--- config.mk ---
export PLATFORM = sky130hd
export DESIGN_NAME = kvi_blend_lane
export DESIGN_NICKNAME = d
export VERILOG_FILES = /design/src/design/kvi_pkg.sv /design/src/design/kvi_blend_lane.sv
export SDC_FILE = /design/constraint.sdc
export NUM_CORES = 2
export LEC_CHECK = 0
export ABC_CLOCK_PERIOD_IN_PS = 10100
export BUFFER_PORTS_ARGS = -buffer_cell sky130_fd_sc_hd__buf_2
export CAP_MARGIN = 10
export CORE_MARGIN = 2
export CORE_UTILIZATION = 50
export CTS_CLUSTER_SIZE = 10
export DETAILED_ROUTE_END_ITERATION = 8
export PLACE_DENSITY_LB_ADDON = 0.1
export SETUP_SLACK_MARGIN = 0.1
export SLEW_MARGIN = 20
export SYNTH_ARGS = -nofsm -noshare
export SYNTH_HDL_FRONTEND = slang
export SYNTH_SLANG_ARGS = --single-unit
export TNS_END_PERCENT = 30
--- constraint.sdc ---
create_clock -name clk -period 10.1 [get_ports clk]
set_clock_uncertainty 0.2 [all_clocks]
set_input_delay 2.02 -clock clk [delete_from_list [all_inputs] [get_ports clk]]
set_output_delay 2.02 -clock clk [all_outputs]
set_load 0.02 [all_outputs]
--- src/design/kvi_pkg.sv ---
// Package for the keyframe vector interpolator.
// Shared constants, command codes and the sequencer state type.
// No dependencies.
package kvi_pkg;

  localparam int MAX_KEYS = 16;
  localparam int KEY_W    = $clog2(MAX_KEYS);
  localparam int CNT_W    = $clog2(MAX_KEYS + 1);
  localparam int FRAC_W   = 17;
  localparam logic [FRAC_W-1:0] FRAC_ONE = FRAC_W'(65536);

  localparam logic CMD_WRITE = 1'b0;
  localparam logic CMD_EVAL  = 1'b1;

  localparam logic REG_KEY_COUNT = 1'b0;

  typedef enum logic [3:0] {
    ST_IDLE,
    ST_SCAN,
    ST_RD_LAST,
    ST_RD_NEXT,
    ST_LOAD,
    ST_DIVIDE,
    ST_SM1,
    ST_SM2,
    ST_SM3,
    ST_BL1,
    ST_BL2,
    ST_DONE
  } kvi_state_t;

endpackage

--- src/design/kvi_blend_lane.sv ---
// One component lane: out = a + floor((b - a) * f / 2^16).
// Two register stages: product, then sum. Depends on kvi_pkg.
module kvi_blend_lane (
  input  logic                       clk,
  input  logic signed [31:0]         a,
  input  logic signed [31:0]         b,
  input  logic [kvi_pkg::FRAC_W-1:0] f,
  output logic signed [31:0]         result
);
  import kvi_pkg::*;

  logic signed [32:0] diff;
  logic signed [50:0] diff_w;
  logic signed [50:0] f_w;
  logic signed [50:0] prod;

  assign diff   = {b[31], b} - {a[31], a};
  assign diff_w = 51'(diff);
  assign f_w    = 51'(signed'({1'b0, f}));

  always_ff @(posedge clk) begin
    prod   <= diff_w * f_w;
    // Only the low 32 bits of the arithmetic shift reach the wrapped sum.
    result <= a + signed'(prod[47:16]);
  end

endmodule

* Word-level counts from Yosys, hierarchy flattened *
Index checks and enable logic that the tools add are counted.

word-level totals
  flip-flop bits (word level) = 80
  input port bits = 82
  logic and storage cells = 5

cells by class
  add/sub/neg operators = 2
  multipliers = 1

operators with widths
  operator                                        number
  33-bit by 18-bit multiplier with 48-bit output  1
  32-bit by 32-bit subtractor with 33-bit output  1
  32-bit adder                                    1

* Longest topological paths before layout *
  depth in word-level cells = 2
  depth in mapped cells = 35
  gate-level depth less buffers = 34

* Least setup slack after synthesis *
Ideal clock, no wire load.

  path kind = input-to-reg
  start point = input port b[0]
  end point = register prod[45]
  setup time = 0.093 ns
  arrival = 9.519 ns
  data required time = 9.807 ns
  setup slack = 0.288 ns
  cell stages on the path = 32
  path buffers = 1
  path through = inv_1 > ha_1 > fa_1 > nor2b_1 > o21a_1 > o21ai_1 > a21oi_1 > o2bb2ai_1 > o21a_1 > nor2_1 > xnor2_1 > clkbuf_1 > nand2_1 > fa_1 > fa_1 > fa_1 > fa_1 > inv_1 > fa_1 > inv_1 > fa_1 > inv_1 > ha_1 > a21oi_1 > a21oi_1 > o41ai_1 > o31ai_2 > o21ai_1 > nand3b_1 > a221o_1 > or2_1 > o311ai_2

between the ends
  word-level cells in the longest chain between the ends = 2

RTL lines
  what                                            line                  text
  from (decl)                                     kvi_blend_lane.sv:6   input logic signed [31:0] b,
  32-bit by 32-bit subtractor with 33-bit output  kvi_blend_lane.sv:17  assign diff = {b[31], b} - {a[31], a};
  33-bit by 18-bit multiplier with 48-bit output  kvi_blend_lane.sv:22  prod <= diff_w * f_w;
  to (signal assigned)                            kvi_blend_lane.sv:22
  to (decl)                                       kvi_blend_lane.sv:15  logic signed [50:0] prod;

Every way passes these cells.

* Worst setup path in the final report *
  start point = input port a[0]
  end point = register prod[45]

between the ends
  word-level cells in the longest chain between the ends = 2

RTL lines
  what                                            line                  text
  from (decl)                                     kvi_blend_lane.sv:5   input logic signed [31:0] a,
  32-bit by 32-bit subtractor with 33-bit output  kvi_blend_lane.sv:17
  33-bit by 18-bit multiplier with 48-bit output  kvi_blend_lane.sv:22

Every way passes these cells.

==> impl_metrics.env <==
export IMPL_maxClockFrequency_mhz=101.3
export IMPL_crit_slowest_cell="fa_1"
export IMPL_via_count=19946
export IMPL_synth_top_cell_area_share_pct=42.03
export IMPL_critPathArrivalTime_ns=9.90
export IMPL_buffer_ports_inserted=113
export IMPL_setup_violations=0
export IMPL_grt_util_all_layers_pct=28.34
export IMPL_htree_num_levels=3
export IMPL_syn_mean_instance_area_um2=8.567
export IMPL_grt_pass1_wl_um=112000
export IMPL_synth_sequential_area_ratio_pct=5.213
export IMPL_overflow=0
export IMPL_kind_of_launch_point_of_the_worst_setup_path="input port"
export IMPL_yosys_area_top_type="fa_1"
export IMPL_number_of_cells_produced_by_synthesis=2869
export IMPL_wl_per_cell_um=17.94
export IMPL_use_met2_pct=51.58
export IMPL_row_count=81
export IMPL_numCtsBuffers=9
export IMPL_slew_headroom_pct=33.83
export IMPL_vias_per_cell=5.259
export IMPL_insertedDiodeCount=0
export IMPL_holdWs_ns=0.2456
export IMPL_final_period_minus_worst_setup_slack_ns=9.867
export IMPL_die_y_um=225.7
export IMPL_yosys_warnings=0
export IMPL_final_design_area_no_fill_um2=28290
export IMPL_timing_hold_violations_final=0
export IMPL_synthArstFlopShare_pct=0
export IMPL_dpl_cell_area_um2=27560
export IMPL_die_area_um2=50950
export IMPL_worst_hold_path_type="flip-flop to flip-flop"
export IMPL_ff_latch_count_synth=64
export IMPL_place_congestion=0.9134
export IMPL_crit_fanout=3
export IMPL_cap_violations=0
export IMPL_antenna_left=0
export IMPL_clock_sinks=64
export IMPL_clock_root_buffer="clkbuf_16"
export IMPL_drt_initial_drc_count=1102
export IMPL_synth_edff_count=0
export IMPL_yosys_most_used_dff="dfxtp_1"
export IMPL_synth_area_top_cells="fa_1 (42%), inv_1 (10%), ha_1 (8.8%), and2_1 (5.9%), dfxtp_1 (5.2%)"
export IMPL_number_of_drc_violations_after_detailed_routing=0
export IMPL_tightestPinTransition_ns=0.9877
export IMPL_finalWorstSetupSlack_ns=0.2327
export IMPL_ios=114
export IMPL_drt_wl_total_um=68050
export IMPL_first_pass_iters=5
export IMPL_place_ws_ns=-0.5098
export IMPL_global_route_usage_met1_pct=35.46
export IMPL_synth_lib_cells_used_distinct=78
export IMPL_end_kind="flip-flop"
export IMPL_core_region_area_um2=48750
export IMPL_critPathMaxStageDelay_ns=0.54
export IMPL_grtUsageMet3_pct=3.305
export IMPL_syn_nets=3640
export IMPL_run_status="complete, no violations"
export IMPL_final_min_period_over_clock_period_pct=97.70
export IMPL_detailed_place_hpwl_um=56380
export IMPL_rsz_0062_raised_after_global_routing="true"
export IMPL_worst_endpoint_required_ns=10.13
export IMPL_synth_area_um2=24580
export IMPL_clockBufferDepth=2
export IMPL_critical_path_top_cell_by_count="fa_1"
export IMPL_final_cell_count_no_fill=3793
export IMPL_clock_tree_from_tritoncts="yes"
export IMPL_drv_slew=0
export IMPL_clock_latency_ns=0.37
export IMPL_dp_cells=3769
export IMPL_floorplan_initialDensity_pct=50.42
export IMPL_n_fill_cell=4502
export IMPL_timing_setup_critical_path_class="input port to flip-flop"
export IMPL_final_net_count=3895
export IMPL_drive_above_1_share_pct=15.56
export IMPL_flow_area_growth_from_synthesis_pct=15.09
export IMPL_grt_pass1_vias=21556
export IMPL_global_route_peak_usage_layer="met2"
export IMPL_maximum_number_of_pins_on_one_net_before_global_route_repair=61
export IMPL_die_width_um=225.7
export IMPL_worst_setup_hold_path_clk_slew_ns=0.05
export IMPL_grt_antenna_before_repair=2
[placed cells by master (no fill, tap or decap), types with 6 or more instances in the layout]
| master | instances |
|---|---|
| a211oi_1 | 13 |
| a21o_1 | 38 |
| a21oi_1 | 68 |
| a21oi_2 | 8 |
| a31oi_1 | 7 |
| and2_1 | 231 |
| and3_1 | 22 |
| and4b_1 | 9 |
| buf_12 | 7 |
| buf_2 | 113 |
| buf_4 | 274 |
| clkbuf_16 | 9 |
| dfxtp_1 | 64 |
| fa_1 | 510 |
| fa_2 | 6 |
| ha_1 | 168 |
| inv_1 | 651 |
| nand2_1 | 332 |
| nand2b_1 | 17 |
| nand3_1 | 47 |
| nand3b_1 | 32 |
| nand4_1 | 25 |
| nor2_1 | 55 |
| nor2b_1 | 47 |
| nor3_1 | 29 |
| nor4_1 | 6 |
| o2111ai_1 | 14 |
| o21a_1 | 25 |
| o21ai_0 | 38 |
| o21ai_1 | 7 |
| o21bai_1 | 20 |
| o221ai_1 | 9 |
| or4_1 | 17 |
| xnor2_1 | 65 |
| xor2_1 | 25 |
[repair_timing]
action                                  CTS  global route
endpoints found under the setup margin    9            18
pin swaps                                 1            40
buffers inserted                          1             7
hold buffers                              0             0
gates cloned                              0             0
gates resized for setup                   7            66
[synthesized netlist by cell type, types with 16 or more instances]
cell type	n
o21a_1	25
dfxtp_1	64
clkbuf_1	141
a211oi_1	16
inv_1	653
nand2b_1	17
nand3b_1	32
a21oi_1	79
xnor2_1	67
ha_1	173
and3_1	24
nor2_1	56
nand4_1	25
and2_1	232
a21o_1	38
o21ai_0	40
nor3_1	29
nand2_1	332
or4_1	18
xor2_1	25
nand3_1	48
fa_1	516
nor2b_1	47
o21bai_1	20
[per-layer routing]
metal  vias up  part of all wire, %
met5         -                    0
met1     10100                   42
met3       121                  3.9
li1       9280                    -
met4         0                  3.1
met2       445                   51
[cell type report]
class	instances	area, µm²	area share, %
Tap cell	664	830.8	2.937
Clock buffer	11	232.7	0.8227
Timing Repair Buffer	399	2819	9.965
Sequential cell	64	1281	4.529
Inverter	653	2451	8.665
Multi-Input combinational cell	1997	20590	72.79
Clock inverter	5	81.33	0.2875
[worst max-delay path: cells and delay by family]
kind	cells	cell delay [ns]
adder cells (fa/ha/maj)	9	3.88
XOR/XNOR	1	0.17
buffers and inverters	9	0.84
AND/OR/NAND/NOR	4	0.51
AO/OA/AOI/OAI	12	2.45
[sequential cells by signal, indices dropped and copies added, names as in the netlist]
| signal | count |
|---|---|
| prod | 32 |
| result | 32 |
[final timing paths]
kind                                from         end  slack, ns  cells past startpoint
worst min register to register  prod[16]   result[0]       0.25                      1
worst max register to register  prod[17]  result[31]       6.49                     11
worst min-delay path            prod[16]   result[0]       0.25                      1
worst max-delay path                a[0]    prod[45]       0.23                     35
[cell families (layout without fill, tap and decap cells)]
kind of cell,Yosys count,after routing,synth area share [%]
AO/OA/AOI/OAI,320,320,9.122
XOR/XNOR,94,94,3.436
adder cells (fa/ha/maj),689,689,50.83
buffers and inverters,808,1068,12.41
flip-flops,64,64,5.213
multiplexers,1,1,0.04072
AND/OR/NAND/NOR,893,893,18.95
[through the flow]
step | util, % | setup TNS [ns]
after floorplan | - | 0
after detailed placement | 56.54 | -4.822
after global placement | 56.54 | -2.830
final | 58.03 | 0
after CTS | 57.29 | 0
after global routing | 58.03 | -0.05353
Power is not shown: default switching activity piles up to over one toggle a cycle in this logic, so the estimate is an artifact.
