[src/design/kvi_pkg.sv]
// Package for the keyframe vector interpolator.
// Shared constants, command codes and the sequencer state type.
// No dependencies.
package kvi_pkg;

  localparam int MAX_KEYS = 16;
  localparam int KEY_W    = $clog2(MAX_KEYS);
  localparam int CNT_W    = $clog2(MAX_KEYS + 1);
  localparam int FRAC_W   = 17;
  localparam logic [FRAC_W-1:0] FRAC_ONE = FRAC_W'(65536);

  localparam logic CMD_WRITE = 1'b0;
  localparam logic CMD_EVAL  = 1'b1;

  localparam logic REG_KEY_COUNT = 1'b0;

  typedef enum logic [3:0] {
    ST_IDLE,
    ST_SCAN,
    ST_RD_LAST,
    ST_RD_NEXT,
    ST_LOAD,
    ST_DIVIDE,
    ST_SM1,
    ST_SM2,
    ST_SM3,
    ST_BL1,
    ST_BL2,
    ST_DONE
  } kvi_state_t;

endpackage

[src/design/kvi_divider.sv]
// Restoring divider for the segment fraction, one quotient bit a cycle.
// Saturates to 1.0 when the dividend is not below the divisor.
// Depends on kvi_pkg.
module kvi_divider (
  input  logic                      clk,
  input  logic                      rst,
  input  logic                      start,
  input  logic [31:0]               dividend,
  input  logic [31:0]               divisor,
  output logic                      done,
  output logic [kvi_pkg::FRAC_W-1:0] quotient
);
  import kvi_pkg::*;

  logic        busy;
  logic [3:0]  count;
  logic [31:0] rem;
  logic [32:0] rem2;
  logic        bit_ge;

  assign rem2   = {rem, 1'b0};
  assign bit_ge = rem2 >= {1'b0, divisor};

  always_ff @(posedge clk) begin
    if (rst) begin
      busy <= 1'b0;
      done <= 1'b0;
      count <= '0;
    end else begin
      done <= 1'b0;
      if (start) begin
        count <= '0;
        if (dividend >= divisor) begin
          quotient <= FRAC_ONE;
          done <= 1'b1;
        end else begin
          rem <= dividend;
          quotient <= '0;
          busy <= 1'b1;
        end
      end else if (busy) begin
        rem <= bit_ge ? 32'(rem2 - {1'b0, divisor}) : rem2[31:0];
        quotient <= {quotient[FRAC_W-2:0], bit_ge};
        count <= count + 4'd1;
        if (count == 4'd15) begin
          busy <= 1'b0;
          done <= 1'b1;
        end
      end
    end
  end

endmodule

[config.mk]
export PLATFORM = sky130hd
export DESIGN_NAME = kvi_divider
export DESIGN_NICKNAME = d
export VERILOG_FILES = /design/src/design/kvi_pkg.sv /design/src/design/kvi_divider.sv
export SDC_FILE = /design/constraint.sdc
export NUM_CORES = 1
export LEC_CHECK = 0
export BUFFER_PORTS_ARGS = -buffer_cell sky130_fd_sc_hd__buf_2
export CORE_ASPECT_RATIO = 0.6
export CORE_MARGIN = 2
export CORE_UTILIZATION = 55
export DETAILED_ROUTE_END_ITERATION = 6
export HOLD_SLACK_MARGIN = 0.12
export MAX_ROUTING_LAYER = met4
export PLACE_DENSITY = 0.76
export SLEW_MARGIN = 40
export SYNTH_ARGS = -nofsm -noshare
export SYNTH_HDL_FRONTEND = slang
export SYNTH_SLANG_ARGS = --single-unit
[constraint.sdc]
create_clock -name clk -period 3.6 [get_ports clk]
set_input_delay 0.18 -clock clk [delete_from_list [all_inputs] [get_ports clk]]
set_output_delay 0.18 -clock clk [all_outputs]
set_load 0.1 [all_outputs]
# ---- After elaboration in Yosys (flattened, before gate mapping)
# Cells that the tools add are included.
dict set report totals {
  inputBits 67
  word_cells 31
  memories 0
  ramBits 0
  regBits 55
  mem_bits_ro 0
  latchBits 0
  output_inout_bits 18
}
dict set report classes {
  n_addsub 2
  n_div 0
  n_lt_le_gt_ge 2
  n_eq_ne 2
  n_shift 0
  mul 0
  bitwise 1
  n_reduce_logical 4
  n_mux 15
}
# cell n
set op_table {}
lappend op_table {{$mux W32} 4}
lappend op_table {{$mux W17} 3}
lappend op_table {{$ge A33 B32 Y1} 1}
lappend op_table {{$ge A32 B32 Y1} 1}
lappend op_table {{$sub A32 B32 Y32} 1}
lappend op_table {{$mux W1} 8}
lappend op_table {{$add A4 B1 Y4 const B} 1}
lappend op_table {{$eq A4 B4 Y1 const B} 1}
lappend op_table {{$reduce_and A3 Y1} 1}
lappend op_table {{$ne A2 B2 Y1 const B} 1}
lappend op_table {{$reduce_and A2 Y1} 1}
lappend op_table {{$reduce_bool A2 Y1} 1}
lappend op_table {{$reduce_or A2 Y1} 1}
lappend op_table {{$not A1 Y1} 1}

# ---- Logic depth before layout (Yosys ltp)
# Gate-level depths: netlist of run 1.
dict set report depth {
  depth_word 4
  ltp_mapped 14
  ltp_nobuf 11
}

# ---- Worst setup path after synthesis of run 1
# Ideal clock, no wire load.
dict set report synth_path {
  path_type {input -> register}
  start {input port start}
  end {register rem[0] (enable)}
  arrival_time_ns 2.499
  path_buffers 2
  slack_ns 0.708
  stages 5
  setup_time_ns 0.392
  required_time_ns 3.208
  cell_sequence {clkbuf_1 -> clkbuf_1 -> nor2_1 -> nor2_1 -> and3_1}
}
dict set report synth_via {
  elab_chain_cells 2
  word_cells_on_any_way 3
  cone_classes {1 x eq/ne; 2 x reduce/logical}
}
# element line
set synth_lines {}
lappend synth_lines {{start, declared} kvi_divider.sv:7} ;# input logic start,
lappend synth_lines {{$ne A2 B2 Y1 (no source line) / $reduce_bool A2 Y1 (equally long branches)} -}
lappend synth_lines {{$reduce_and A3 Y1 (no source line) *} -}
lappend synth_lines {{end signal, assigned} kvi_divider.sv:37} ;# rem <= dividend;
lappend synth_lines {{end signal, assigned} kvi_divider.sv:42} ;# rem <= bit_ge ? 32'(rem2 - {1'b0, divisor}) : rem2[31:0];
lappend synth_lines {{end, declared} kvi_divider.sv:17} ;# logic [31:0] rem;
# Mark *: on every way between the ends. The rest lies on a longest branch, timed or not.
# A chain may end at the register's enable or synchronous reset.

# ---- Worst setup path in the final report of run 1
dict set report layout_path {
  start {register rem[19]}
  end {register rem[1] (data pin)}
}
dict set report layout_via {
  elab_chain_cells 4
}
# element line
set layout_lines {}
lappend layout_lines {{$ge A33 B32 Y1} kvi_divider.sv:22} ;# assign bit_ge = rem2 >= {1'b0, divisor};
lappend layout_lines {{$mux W32} kvi_divider.sv:42}
lappend layout_lines {{$mux W32} kvi_divider.sv:41} ;# end else if (busy) begin
lappend layout_lines {{$mux W32} kvi_divider.sv:31} ;# if (start) begin
# Every way passes these cells. The select of a mux whose other input is x is not followed.

==> results.py, run 1 <==
metrics = {
    "global_route": {
        "grtUsageTotal_pct": 26.79,
        "antenna_found_initial": 0,
        "grt_pass1_vias": 4350,
        "grt_pass1_wl_mm": 21.47,
        "grt_max_degree": 52,
        "overflow": 0,
    },
    "synthesis": {
        "yosys_warnings": 0,
        "synth_top_family_by_area": "compound AO/OA/AOI/OAI gates",
        "yosys-top-cells-count": "65 x ha_1, 58 x nand2_1, 49 x edfxtp_1",
        "synth_top_area_cell": "edfxtp_1",
        "ys_ff_latch": 55,
        "synth-simple-area-share_pct": 18.35,
        "syn_nets": 721,
        "yosysTopAreaCellShare_pct": 28.07,
        "synth_fa_ha_area_share_pct": 15.89,
        "synthMostInstantiatedCell": "ha_1",
        "yosys-top-cells-area": "edfxtp_1 28%, ha_1 16%, nand2_1 4.2%",
        "netlist_area_um2": 5243,
        "async_flop_share_pct": 0,
        "syn_avg_cell_area_um2": 8.916,
        "synth_seq_area_share_pct": 30.36,
        "synth_edf_count": 49,
        "synth_compound_area_share_pct": 20.76,
        "synthDistinctLibCells": 67,
        "netlist_instances": 588,
        "synth_mux_area_share_pct": 4.033,
        "synth_xor_xnor_area_share_pct": 5.012,
        "synth_flop_cell": "edfxtp_1",
    },
    "floorplan": {
        "fp-row-count": 27,
        "coreArea_um2": 9223,
        "ios": 85,
        "dieArea_um2": 10350,
        "die_h_um": 79.63,
        "die_width_um": 130.0,
        "initial_core_util_pct": 56.84,
    },
    "cts": {
        "cts_setup_buffers": 0,
        "htree_levels": 2,
        "hold_buffers": 0,
        "root_buffer": "clkbuf_16",
        "path_clk_slew_ns": 0.08,
        "cts_sinks": 55,
        "numCtsBuffers": 5,
        "cts_tree": "done",
        "clkLatencyLatePin_ns": 0.30,
        "clock_path_buffers": 2,
        "cts_resized": 0,
    },
    "route": {
        "drt_iter0_markers": 384,
        "drt_pass1_iterations": 5,
        "vias_per_cell": 5.924,
        "routedWlPerCell_um": 16.65,
        "drt-total-wl_mm": 13.15,
        "ant_nets": 0,
        "drc": 0,
        "num_vias": 4680,
    },
    "pwr": {
        "p_leak_nw": 2.699,
        "powerDensity_nw_per_um2": 377.3,
        "vdd_drop_max_mv": 0.1773,
    },
    "cells_and_area": {
        "layout.nets": 792,
        "antenna_cells": 0,
        "drive_above_1_share_pct": 16.97,
        "syn_to_final_growth_pct": 12.63,
        "num-fill-cells": 816,
    },
    "worst_setup_path": {
        "path_class": "flip-flop to flip-flop",
        "cp_max_fo": 20,
        "rrSetupSlack_ns": 0.48,
        "cp_data_arrival_time_ns": 3.17,
        "crit_required_ns": 3.66,
        "startpoint_type": "flip-flop",
        "r2r_end": "rem[1]$_DFFE_PP_",
        "reg2reg_depth": 10,
        "r2r-start": "rem[19]$_DFFE_PP_",
        "crit_path_end_kind": "flip-flop",
    },
    "worst_hold_path": {
        "hold_depth": 2,
        "min_path_type": "input pin to flip-flop",
        "min_from": "rst",
        "min_to": "count[3]$_SDFFE_PP0P_",
    },
    "sta": {
        "rsz0062_at_grt": "false",
        "fin_crit_sh_pct": 86.59,
        "tightestPinTransition_ns": 0.5486,
        "fin_ws_ns": 0.4829,
        "finalHoldViolCount": 0,
        "final_max_slew_viol_count": 0,
        "maxSlewHeadroom_pct": 63.14,
        "min_period_ns": 3.117,
        "tns_ns": 0,
        "skew_ns": 0.007669,
        "setup_viol": 0,
        "fmax_mhz": 320.8,
    },
    "place": {
        "place_ws_ns": 0.5386,
        "gp_congestion": 1.020,
        "portBuffers": 84,
        "dp_hpwl_mm": 10.45,
    },
    "status": {
        "status": "completed",
    },
    "run": {
        "maxCapViolCount": 0,
    },
}
state kept, by name, indices dropped and copies added (netlist names):
register  cells
busy          1
count         4
quotient     17
rem          32
done          1
how the worst max path moves through the flow:
stage / startpoint / endpoint / slack, ns / cells after the start
2_1_floorplan: start / rem[0]$_DFFE_PP_ / 0.71 / 5
3_3_place_gp: rem[4]$_DFFE_PP_ / rem[18]$_DFFE_PP_ / 0.63 / 9
3_5_place_dp: rem[5]$_DFFE_PP_ / rem[1]$_DFFE_PP_ / 0.54 / 9
4_1_cts: rem[5]$_DFFE_PP_ / rem[1]$_DFFE_PP_ / 0.52 / 9
5_1_grt: rem[21]$_DFFE_PP_ / rem[29]$_DFFE_PP_ / 0.25 / 10
6_report: rem[19]$_DFFE_PP_ / rem[1]$_DFFE_PP_ / 0.48 / 10
through the flow:
step	area (um2)	hold slack [ns]	utilization (%)	std cells	total power, mW
floorplan	5243	0.2566	-	588	1.495
global placement	5752	0.4453	62.37	782	1.676
detailed placement	5752	0.4634	62.37	782	1.702
CTS	5904	0.1465	64.02	790	2.222
global route	5904	0.1691	64.02	790	2.346
finish	5904	0.1564	64.02	790	2.228
layout make-up:
type,count,area [um2],share of cell area (%)
clock inverters,3,27.53,0.4662
repair buffers,90,465.4,7.883
inverters,46,172.7,2.924
clock buffers,5,125.1,2.119
multi-input cells,461,3359,56.90
well taps,130,162.7,2.755
flip-flops and latches,55,1592,26.95
worst max-delay path: stages, from the launching register on:
cell and delay, ns:
edfxtp_1 0.42, ha_1 0.39, a21oi_1 0.30, o211ai_1 0.14
a221oi_1 0.37, o21ai_1 0.12, a31oi_2 0.25, a22o_2 0.21
buf_4 0.29, mux2i_1 0.12, mux2_2 0.26
layer usage:
metal | vias to the layer above | routed length, um | track usage [%]
li1 | 2314 | - | -
met2 | 179 | 5321 | 37.43
met1 | 2177 | 6773 | 41.01
met3 | 10 | 976 | 4.357
met4 | 0 | 82 | 4.624
met5 | - | 0 | -
cells in the final DEF (no fill, tap or decap), types with 6 or more instances in the layout:
cell,Yosys,final
buf_2,6,84
ha_1,65,65
nand2_1,58,58
edfxtp_1,49,49
inv_1,46,46
a21oi_1,39,39
o21ai_0,30,30
nor2b_1,27,27
a21o_1,21,21
mux2i_1,20,20
nor3_1,19,19
nor2_1,19,19
xnor2_1,15,15
xor2_1,15,15
nand4_1,13,13
nand3_1,12,12
o211ai_1,6,6
and3_1,6,6
dfxtp_1,6,6
buf_4,2,6
kinds of logic (layout without fill, tap and decap cells):
family | after synthesis | in the layout
and+or+nand+nor | 185 | 185
xor gates and xnor gates | 30 | 30
muxes | 21 | 21
buffers and inverters | 72 | 144
DFF | 55 | 55
adders and majority gates | 66 | 66
AOI/OAI and AO/OA | 159 | 159
report_power, final:
part,switching (mW),internal [mW]
logic,0.559,0.351
registers,0.0282,0.765
clock network,0.258,0.265
No activity file was read; power rests on OpenSTA's default activity.
==> inputs of run 2 (changes only) <==
--- a/config.mk
+++ b/config.mk
@@ -8,12 +8,13 @@
 export BUFFER_PORTS_ARGS = -buffer_cell sky130_fd_sc_hd__buf_2
 export CORE_ASPECT_RATIO = 0.6
 export CORE_MARGIN = 2
-export CORE_UTILIZATION = 55
+export CORE_UTILIZATION = 53
 export DETAILED_ROUTE_END_ITERATION = 6
 export HOLD_SLACK_MARGIN = 0.12
 export MAX_ROUTING_LAYER = met4
-export PLACE_DENSITY = 0.76
+export PLACE_DENSITY = 0.77
 export SLEW_MARGIN = 40
 export SYNTH_ARGS = -nofsm -noshare
 export SYNTH_HDL_FRONTEND = slang
 export SYNTH_SLANG_ARGS = --single-unit
+export TNS_END_PERCENT = 50
==> constraint.sdc (replaced) <==
create_clock -name clk -period 2.55 [get_ports clk]
set_input_delay 0.1275 -clock clk [delete_from_list [all_inputs] [get_ports clk]]
set_output_delay 0.1275 -clock clk [all_outputs]
set_load 0.1 [all_outputs]
==> results.py, run 2 (synthesis gave the netlist of run 1 again) <==
metrics = {
    "status": {
        "status": "complete, but fails checks",
        "violations": "negative setup slack",
    },
    "cts": {
        "clkLatencyLatePin_ns": 0.31,
        "cts_sinks": 55,
        "root_buffer": "clkbuf_16",
        "clock_path_buffers": 2,
        "numCtsBuffers": 5,
        "path_clk_slew_ns": 0.08,
        "cts_tree": "done",
        "htree_levels": 2,
    },
    "place": {
        "place_ws_ns": -0.4475,
        "place_area_um2": 6606,
        "portBuffers": 84,
        "gp_congestion": 0.9781,
        "place_inst": 894,
        "dp_hpwl_mm": 12.06,
    },
    "sta": {
        "fmax_mhz": 355.9,
        "setup_viol": 32,
        "skew_ns": 0.007809,
        "tightestPinTransition_ns": 0.6222,
        "fin_ws_ns": -0.2597,
        "hold-worst-slack_ns": 0.1315,
        "rsz0062_at_grt": "true",
        "finalHoldViolCount": 0,
        "final_max_slew_viol_count": 0,
        "min_period_ns": 2.810,
        "maxSlewHeadroom_pct": 58.52,
        "fin_crit_sh_pct": 110.2,
    },
    "route": {
        "vias_per_cell": 5.859,
        "drc": 0,
        "num_vias": 5408,
        "drt_pass1_iterations": 5,
        "drt_iter0_markers": 470,
        "drt-total-wl_mm": 16.83,
        "routedWlPerCell_um": 18.23,
        "ant_nets": 0,
    },
    "floorplan": {
        "fp-row-count": 28,
        "initial_core_util_pct": 53.83,
        "die_h_um": 81.04,
        "ios": 85,
        "dieArea_um2": 10730,
        "coreArea_um2": 9739,
        "die_width_um": 132.4,
    },
    "pwr": {
        "powerDensity_nw_per_um2": 507.2,
        "p_int_mw": 2.350,
        "clkPwrFrac_pct": 20.0,
        "power_frac_seq_pct": 29.9,
        "p_leak_nw": 3.409,
        "p_switching_mw": 1.447,
        "vdd_drop_max_mv": 0.3153,
        "p_sw_share_pct": 38.11,
        "combPwrFrac_pct": 50.1,
    },
    "global_route": {
        "grt_pass1_wl_mm": 25.90,
        "grt_pass1_vias": 5229,
        "antenna_found_initial": 0,
        "grtUsageTotal_pct": 31.24,
        "grt_max_degree": 63,
        "overflow": 0,
    },
    "worst_setup_path": {
        "crit_path_end_kind": "flip-flop",
        "cpPeakStageDelay_ns": 0.44,
        "crit_required_ns": 2.61,
        "cp_max_fo": 4,
        "cp_data_arrival_time_ns": 2.87,
        "startpoint_type": "flip-flop",
        "path_class": "flip-flop to flip-flop",
        "crit_slowest_cell": "edfxtp_1",
        "worstPathCellList": "ha_4 -> a21o_1 -> a2111o_1 -> o22ai_4 -> a21oi_2 -> a311o_1 -> a21oi_1 -> xor2_1 -> o211ai_1",
    },
    "cells_and_area": {
        "final_util_pct": 76.88,
        "num-fill-cells": 654,
        "largest_reg_flops": 32,
        "final_area_um2": 7487,
        "layout_common_cells": "121 x buf_4, 84 x buf_2, 56 x nand2_1, 49 x edfxtp_1, 46 x inv_1",
        "regArea_um2": 1592,
        "multiInputGateArea_um2": 3890,
        "layout.nets": 920,
        "top_regs": "rem: 32 flops, quotient: 17 flops, count: 4 flops",
        "final_common_cell": "buf_4",
        "stdcell_count": 923,
        "syn_to_final_growth_pct": 42.82,
        "top_register": "rem",
        "antenna_cells": 0,
        "drive_above_1_share_pct": 38.32,
    },
    "run": {
        "maxCapViolCount": 0,
    },
    "worst_hold_path": {
        "min_path_type": "input pin to flip-flop",
    },
}
[run 2: changes by cell type in the layout (fill, tap and decap cells not counted), sizes merged]
cell / previous run / this run
buf: 90 / 216
inv: 47 / 48
dlygate4sd3: 0 / 2
clkinv: 1 / 0
[run 2: power groups by stage]
stage	Combinational, mW	Clock [mW]	Sequential [mW]
after floorplan	0.867	0	1.25
after global placement	1.49	0	1.14
after detailed placement	1.54	0	1.14
after CTS	1.73	0.763	1.13
after global routing	2.03	0.787	1.14
final	1.90	0.760	1.14
[run 2: path summary, 6_finish.rpt]
path | from | end | slack [ns] | depth (start not counted)
min | dividend[13] | rem[13]$_DFFE_PP_ | 0.13 | 3
max | rem[4]$_DFFE_PP_ | rem[24]$_DFFE_PP_ | -0.26 | 9
min reg2reg | quotient[2]$_SDFFCE_PP0P_ | quotient[3]$_SDFFCE_PP0P_ | 0.55 | 1
max reg2reg | rem[4]$_DFFE_PP_ | rem[24]$_DFFE_PP_ | -0.26 | 9
[run 2: final cells by class]
type / instances / area share, %
multi-input combinational: 461 / 51.96
sequential: 55 / 21.26
timing repair buffer: 218 / 20.19
inverter: 46 / 2.306
tap: 135 / 2.256
clock buffer: 5 / 1.671
clock inverter: 3 / 0.3676
[run 2: worst max-delay path, delay by kind of cell (launching register included)]
| family | cells | cell delay (ns) |
|---|---|---|
| flip-flops | 1 | 0.44 |
| XOR/XNOR | 1 | 0.17 |
| adder cells (fa/ha/maj) | 1 | 0.28 |
| AO/OA/AOI/OAI | 7 | 1.66 |
[run 2: metrics by stage]
| stage | power [mW] | setup TNS, ns |
|---|---|---|
| global route | 3.957 | -8.910 |
| floorplan | 2.118 | -1.881 |
| finish | 3.798 | -5.967 |
| detailed placement | 2.679 | -12.27 |
| global placement | 2.623 | -8.443 |
| CTS | 3.625 | -3.268 |
[run 2: metal layers]
| metal | GRT usage [%] | up-vias | share of wire [%] |
|---|---|---|---|
| met3 | 5.431 | 34 | 7.9 |
| li1 | - | 2570 | - |
| met4 | 8.065 | 0 | 1.6 |
| met2 | 48.19 | 247 | 45 |
| met5 | - | - | 0 |
| met1 | 42.90 | 2557 | 45 |
[run 2: repair_timing]
action | CTS | global route
pin swaps | 26 | 11
buffers inserted | 13 | 7
hold buffers | 2 | 0
endpoints found under the hold margin | 5 | 0
resized for setup | 62 | 37
endpoints found under the setup margin | 33 | 33
==> inputs of run 3 (changes only) <==
--- a/config.mk
+++ b/config.mk
@@ -5,10 +5,12 @@
 export SDC_FILE = /design/constraint.sdc
 export NUM_CORES = 1
 export LEC_CHECK = 0
+export ABC_AREA = 1
 export BUFFER_PORTS_ARGS = -buffer_cell sky130_fd_sc_hd__buf_2
+export CAP_MARGIN = 10
 export CORE_ASPECT_RATIO = 0.6
 export CORE_MARGIN = 2
-export CORE_UTILIZATION = 53
+export CORE_UTILIZATION = 54
 export DETAILED_ROUTE_END_ITERATION = 6
 export HOLD_SLACK_MARGIN = 0.12
 export MAX_ROUTING_LAYER = met4
==> results.py, run 3 <==
metrics = {
    "pwr": {
        "p_leak_nw": 4.111,
        "total_power_mw": 3.389,
        "vdd_drop_max_mv": 0.2981,
        "powerDensity_nw_per_um2": 466.2,
    },
    "worst_setup_path": {
        "crit_path_end_kind": "flip-flop",
        "cp_max_fo": 14,
        "crit_required_ns": 2.56,
        "path_class": "input pin to flip-flop",
        "startpoint_type": "input pin",
        "cp_data_arrival_time_ns": 2.50,
    },
    "cells_and_area": {
        "final_common_cell": "nand2_1",
        "layout.nets": 1220,
        "top_register": "rem",
        "top_regs": "rem: 32 flops, quotient: 17 flops, count: 4 flops",
        "largest_reg_flops": 32,
        "syn_to_final_growth_pct": 18.60,
        "layout_common_cells": "373 x nand2_1, 187 x inv_1, 84 x buf_2, 65 x nand3_1, 64 x nor2_1",
        "antenna_cells": 0,
        "drive_above_1_share_pct": 13.14,
        "num-fill-cells": 1024,
        "stdcell_count": 1232,
    },
    "synthesis": {
        "synth_top_area_cell": "edfxtp_1",
        "yosys_warnings": 0,
        "synthDistinctLibCells": 36,
        "netlist_area_um2": 6130,
        "synthMostInstantiatedCell": "nand2_1",
        "yosysTopAreaCellShare_pct": 24.00,
        "yosys-top-cells-count": "373 x nand2_1, 187 x inv_1, 66 x nand3_1",
        "syn_avg_cell_area_um2": 6.326,
        "syn_nets": 1102,
        "synth_edf_count": 49,
        "synth_seq_area_share_pct": 25.96,
        "async_flop_share_pct": 0,
        "netlist_instances": 969,
        "synth_flop_cell": "edfxtp_1",
        "ys_ff_latch": 55,
        "yosys-top-cells-area": "edfxtp_1 24%, nand2_1 23%, ha_1 13%",
    },
    "route": {
        "ant_nets": 0,
        "drt_pass1_iterations": 5,
        "drt-total-wl_mm": 18.73,
        "drt_iter0_markers": 653,
        "num_vias": 6322,
        "drc": 0,
        "routedWlPerCell_um": 15.20,
        "vias_per_cell": 5.131,
    },
    "cts": {
        "numCtsBuffers": 5,
        "cts_setup_buffers": 0,
        "htree_levels": 2,
        "clkLatencyLatePin_ns": 0.31,
        "path_clk_slew_ns": 0.09,
        "clock_path_buffers": 2,
        "cts_sinks": 55,
        "cts_tree": "done",
        "root_buffer": "clkbuf_16",
    },
    "sta": {
        "final_max_slew_viol_count": 0,
        "fmax_mhz": 401.9,
        "skew_ns": 0.01322,
        "setup_viol": 0,
        "tightestPinTransition_ns": 0.5621,
        "min_period_ns": 2.488,
        "finalHoldViolCount": 0,
        "rsz0062_at_grt": "true",
        "fin_crit_sh_pct": 97.57,
        "maxSlewHeadroom_pct": 62.53,
        "fin_ws_ns": 0.06185,
    },
    "place": {
        "dp_hpwl_mm": 15.10,
        "portBuffers": 84,
        "gp_congestion": 1.045,
        "place_ws_ns": 0.1299,
        "place_inst": 1203,
    },
    "floorplan": {
        "die_width_um": 141.5,
        "die_h_um": 86.53,
        "coreArea_um2": 11190,
        "ios": 85,
        "initial_core_util_pct": 54.80,
        "dieArea_um2": 12250,
        "fp-row-count": 30,
    },
    "worst_hold_path": {
        "min_path_type": "input pin to flip-flop",
    },
    "run": {
        "maxCapViolCount": 0,
    },
    "global_route": {
        "antenna_found_initial": 0,
        "overflow": 0,
        "grt_pass1_wl_mm": 29.36,
        "grt_pass1_vias": 5728,
        "grtUsageTotal_pct": 32.15,
        "grt_max_degree": 51,
    },
    "status": {
        "status": "completed",
    },
}
-- run 3: changes by cell type after synthesis, moves of 21 or more --
cell	delta
nand2_1	+315
nor2b_1	-27
nand3_1	+54
a21o_1	-21
nor2_1	+46
o21ai_0	-22
inv_1	+141
-- run 3: final cells by class --
| type | instances | area, um2 | share of cell area [%] |
|---|---|---|---|
| timing repair buffer | 127 | 849.6 | 11.69 |
| clock inverter | 3 | 33.78 | 0.4647 |
| inverter | 190 | 713.2 | 9.811 |
| tap | 144 | 180.2 | 2.478 |
| multi-input combinational | 708 | 3776 | 51.94 |
| clock buffer | 5 | 125.1 | 1.721 |
| sequential | 55 | 1592 | 21.89 |
-- run 3: metal layers --
| metal | share of wire [%] | track usage (%) | wire (um) |
|---|---|---|---|
| met2 | 37 | 42.37 | 6846 |
| met1 | 52 | 50.31 | 9682 |
| met5 | 0 | - | 0 |
| met3 | 11 | 7.127 | 2030 |
| met4 | 0.88 | 4.273 | 165 |
-- run 3: through the flow --
stage	hold slack, ns	area [um2]	util, %	setup TNS [ns]
after floorplan	0.1966	6145	-	0
after global placement	0.3492	6869	61.41	0
after detailed placement	0.3511	6869	61.41	0
after CTS	0.1246	7238	64.71	0
after global routing	0.1390	7269	64.99	-0.06062
final	0.1164	7269	64.99	0
-- run 3: path summary, 6_finish.rpt --
path                            slack (ns)             startpoint  cells past startpoint               endpoint
worst max-delay path                  0.06            dividend[8]                     13      rem[30]$_DFFE_PP_
worst min-delay path                  0.12            dividend[2]                      3       rem[2]$_DFFE_PP_
worst max register to register        0.08      rem[29]$_DFFE_PP_                     12      rem[16]$_DFFE_PP_
worst min register to register        0.52  count[1]$_SDFFE_PP0P_                      2  count[1]$_SDFFE_PP0P_
-- run 3: cell families (layout without fill, tap and decap cells) --
kind of cell    Yosys count  count (layout)  synth area share, %
buf+inv                 206             325                13.12
simple gates            570             570                40.17
fa+ha+maj                66              66                13.59
compound gates           58              58                5.144
flops                    55              55                25.96
xor+xnor                 14              14                2.000
-- run 3: where the power goes --
group | switching [mW] | internal [mW]
combinational | 0.992 | 0.524
sequential | 0.0340 | 1.07
clock | 0.385 | 0.380
-- run 3: worst max-delay path, stage by stage --
cell,delay (ns)
dlygate4sd3_1,0.55
buf_2,0.13
ha_1,0.19
nand2_1,0.05
inv_1,0.04
o21ai_0,0.19
nand2_1,0.11
a21oi_2,0.28
nand2_1,0.09
nand2_1,0.09
nand3_1,0.19
a21boi_4,0.26
buf_12,0.19
-- run 3: repair_timing --
| action | 4_1_cts | 5_1_grt |
|---|---|---|
| endpoints found under the hold margin | 21 | 0 |
| resized for setup | 0 | 9 |
| hold buffers | 21 | 0 |
| endpoints found under the setup margin | 0 | 63 |
